**src/hw/rtl/tws_div_cell.sv**
```systemverilog
// One restoring-division cell: while enabled, resolves one quotient bit per
// cycle and hands the partial remainder and side data to the next cell.
`timescale 1ns / 1ps
module tws_div_cell #(
  parameter int unsigned NW = 34,
  parameter int unsigned DW = 18,
  parameter int unsigned SW = 64,
  parameter int unsigned BIT = 0
) (
  input  logic          clk_i,
  input  logic          en_i,
  input  logic [NW-1:0] rem_i,
  input  logic [NW-1:0] quo_i,
  input  logic [DW-1:0] den_i,
  input  logic [SW-1:0] side_i,
  output logic [NW-1:0] rem_o,
  output logic [NW-1:0] quo_o,
  output logic [DW-1:0] den_o,
  output logic [SW-1:0] side_o
);
  logic [NW+DW-1:0] shifted;
  logic [NW+DW-1:0] trial;
  logic             fits;
  logic [NW-1:0]    rem_d, quo_d;

  always_comb begin
    shifted = {{DW{1'b0}}, den_i} << BIT;
    fits    = ({{DW{1'b0}}, rem_i} >= shifted);
    trial   = {{DW{1'b0}}, rem_i} - shifted;
    rem_d   = fits ? trial[NW-1:0] : rem_i;
    quo_d   = quo_i;
    quo_d[BIT] = fits;
  end

  always_ff @(posedge clk_i) begin
    if (en_i) begin
      rem_o  <= rem_d;
      quo_o  <= quo_d;
      den_o  <= den_i;
      side_o <= side_i;
    end
  end
endmodule

```
**config.mk**
```make
export PLATFORM = sky130hd
export DESIGN_NAME = tws_div_cell
export DESIGN_NICKNAME = d
export VERILOG_FILES = /design/src/hw/rtl/tws_div_cell.sv
export SDC_FILE = /design/constraint.sdc
export NUM_CORES = 1
export LEC_CHECK = 0
export BUFFER_PORTS_ARGS = -buffer_cell sky130_fd_sc_hd__buf_4
export CORE_MARGIN = 8
export CORE_UTILIZATION = 49
export DETAILED_ROUTE_END_ITERATION = 8
export PLACE_DENSITY_LB_ADDON = 0.3
export SETUP_SLACK_MARGIN = 0.4
export SLEW_MARGIN = 10
export SYNTH_ARGS = -nofsm -noshare
export SYNTH_HDL_FRONTEND = slang
export SYNTH_SLANG_ARGS = --single-unit
```
**constraint.sdc**
```tcl
create_clock -name clk_i -period 4.8 [get_ports clk_i]
set_clock_uncertainty 0.1 [all_clocks]
set_input_delay 0.48 -clock clk_i [delete_from_list [all_inputs] [get_ports clk_i]]
set_output_delay 0.48 -clock clk_i [all_outputs]
set_load 0.1 [all_outputs]
```
==> impl_metrics.env <==
export IMPL_min_path_type="in -> reg"
export IMPL_worst_pin_slew_ns=1.08
export IMPL_place_congestion=0.952
export IMPL_ant_nets=0
export IMPL_status="completed"
export IMPL_clk_pin_slew_worst_paths_ns=0.06
export IMPL_drv_slew=0
export IMPL_grt_usage_pct=23.7
export IMPL_async_flop_share_pct=0
export IMPL_synthesis_nets=541
export IMPL_path_cells="buf_4 -> inv_1 -> ha_1 -> inv_1 -> fa_1 -> a21o_1 -> a221o_1 -> nand3_1 -> and3_1 -> or3b_1 -> nor4_4 -> xor2_1"
export IMPL_yosys_area_top_type="edfxtp_1"
export IMPL_slowest_stage="or3b_1"
export IMPL_cts_made_buffers=17
export IMPL_initial_core_util_pct=50.3
export IMPL_max_freq_ghz=0.324
export IMPL_drt_pass1_iterations=5
export IMPL_critPathCaptureType="flop"
export IMPL_synthSimpleGateAreaFrac_pct=7.94
export IMPL_synth_mux_area_fraction_pct=1.24
export IMPL_synth_top_area_share_pct=74.6
export IMPL_die_h_um=127
export IMPL_synthTopCellsByCount="150 x edfxtp_1, 26 x a21oi_1, 25 x nor2_1"
export IMPL_ctsResizeCount=0
export IMPL_fp_coreArea_um2=12000
export IMPL_synth_xor_area_share_pct=4.50
export IMPL_vdd_drop_max_mv=0.316
export IMPL_grt_max_degree=122
export IMPL_critPathKind="in -> reg"
export IMPL_cpMostUsedCell="inv_1"
export IMPL_p_leak_nw=3.91
export IMPL_ys_seq_area_share_pct=74.6
export IMPL_die_w_um=127
export IMPL_period_share_pct=64.2
export IMPL_ys_seq_elements=150
export IMPL_grt_pass1_wl_mm=28.2
export IMPL_min_period_ns=3.08
export IMPL_grt_antenna_before_repair=1
export IMPL_wl_per_cell_um=23.1
export IMPL_placementRows=40
export IMPL_synth_area_leaders="edfxtp_1 75%, ha_1 3.7%, xnor2_1 2.6%"
export IMPL_max_slew_margin_rel_pct=27.7
export IMPL_power_per_cell_area_nw_per_um2=489
export IMPL_rsz0062_at_grt="false"
export IMPL_htreeDepth=4
export IMPL_synth_top_family_by_area="simple AND/OR/NAND/NOR gates"
export IMPL_cp_required_ns=4.86
export IMPL_portBuffers=300
export IMPL_crit_fanout=7
export IMPL_critPathBufInv=3
export IMPL_cp_start_kind="primary input"
export IMPL_arrival_ns=3.14
export IMPL_synth_compound_area_share_pct=5.78
export IMPL_synth_cells=370
export IMPL_slowest_delay_ns=0.56
export IMPL_finalSetupViolations=0
export IMPL_syn_area_per_cell_um2=16.3
export IMPL_drive_above_1_share_pct=49.6
export IMPL_dp_slack_ns=1.29
export IMPL_grt_pass1_vias=4598
export IMPL_routed_wl_mm=19.6
export IMPL_fin_nets=856
export IMPL_yosysWarnings=0
export IMPL_num_vias=4485
export IMPL_cts_setup_buffers=0
export IMPL_syn2layout_area_growth_pct=50.8
export IMPL_hold_viol=0
export IMPL_cts_buffer_depth=2
export IMPL_yosys_cell_count_top_type="edfxtp_1"
export IMPL_setup_tns_ns=0
export IMPL_synth_fa_ha_area_share_pct=4.06
export IMPL_layout_setup_ws_ns=1.72
export IMPL_drc=0
export IMPL_drt_vias_per_instance=5.30
export IMPL_syn_cell_area_um2=6040
export IMPL_cp_top_family="simple AND/OR/NAND/NOR gates"
export IMPL_drt_initial_drc_count=362
export IMPL_ioPinCount=302
export IMPL_grt_ovfl_total=0
export IMPL_place_hpwl_mm=14.8
export IMPL_die_area_um2=16100
export IMPL_cts_sinks=150
export IMPL_root_buffer="clkbuf_16"
export IMPL_synth_flop_cell="edfxtp_1"
export IMPL_synth_edf_count=150
export IMPL_cts_tree="built"
export IMPL_yosysUniqueCellTypes=50
export IMPL_cts_hold_buf=0
export IMPL_cap_viol_max_count=0
## power by group
group          internal, mW  leakage [nW]  total, mW  switching, mW
Sequential             1.58          1.47       1.62         0.0377
Combinational         0.296          2.12       1.35           1.05
Clock                 0.971         0.323       1.48          0.509
## per-layer routing
layer	wire, um	part of all wire, %	GRT usage [%]	vias to the layer above
met1	6500	33	23.4	2176
met2	10500	54	43.1	241
met3	2220	11	11.2	25
li1	-	-	-	2043
met4	366	1.9	7.00	0
met5	0	0	0	-
## logic make-up after synthesis
logic type               count (synthesis)
flip-flops                             150
AND/OR/NAND/NOR                         83
AO/OA/AOI/OAI                           56
XOR/XNOR                                31
buffers and inverters                   25
adder cells (fa/ha/maj)                 19
multiplexers                             6
## per-stage QoR
stage / area [um2] / std cells / hold slack (ns) / util [%] / total power, mW
2_1_floorplan: 6040 / 370 / 0.479 / - / 2.63
3_3_place_gp: 8450 / 813 / 0.559 / 70.3 / 2.97
3_5_place_dp: 8450 / 813 / 0.559 / 70.3 / 2.99
4_1_cts: 9100 / 845 / 0.115 / 75.8 / 4.48
5_1_grt: 9110 / 846 / 0.112 / 75.8 / 4.57
6_report: 9110 / 846 / 0.132 / 75.8 / 4.45
## final cells by class
class	count	area, um2
flip-flops and latches	150	4500
fillers	751	2900
repair buffers	301	2260
multi-input cells	195	1420
clock buffers	18	429
clock inverters	14	229
well taps	147	184
inverters	20	75.1
diodes	1	2.50
## worst paths after layout
| kind | startpoint | endpoint | slack (ns) | cells after the start |
|---|---|---|---|---|
| worst max-delay path | rem_i[0] | rem_o[28] | 1.72 | 12 |
| worst min-delay path | quo_i[2] | quo_o[2] | 0.13 | 1 |
## cells in the final DEF (no fill, tap or decap), types with 2 or more instances in the layout
| cell type | n |
|---|---|
| a21o_1 | 3 |
| a21oi_1 | 26 |
| a31oi_1 | 4 |
| and3_1 | 5 |
| buf_4 | 300 |
| bufinv_16 | 6 |
| clkbuf_16 | 17 |
| clkinv_1 | 2 |
| clkinv_2 | 3 |
| clkinv_4 | 2 |
| edfxtp_1 | 150 |
| ha_1 | 18 |
| inv_1 | 20 |
| mux2_2 | 4 |
| mux2_4 | 2 |
| nand2_1 | 13 |
| nand2b_1 | 2 |
| nand3_1 | 10 |
| nand3b_1 | 2 |
| nand4_1 | 2 |
| nor2_1 | 25 |
| nor2b_1 | 2 |
| nor3_1 | 5 |
| nor4_4 | 3 |
| o21a_1 | 3 |
| o21ai_0 | 8 |
| o31ai_1 | 2 |
| or3_1 | 3 |
| xnor2_1 | 18 |
| xor2_1 | 13 |
## registers in the layout, indices dropped and copies added (netlist names)
register  count
side_o       64
quo_o        34
rem_o        34
den_o        18
(Power assumes the default switching activity.)
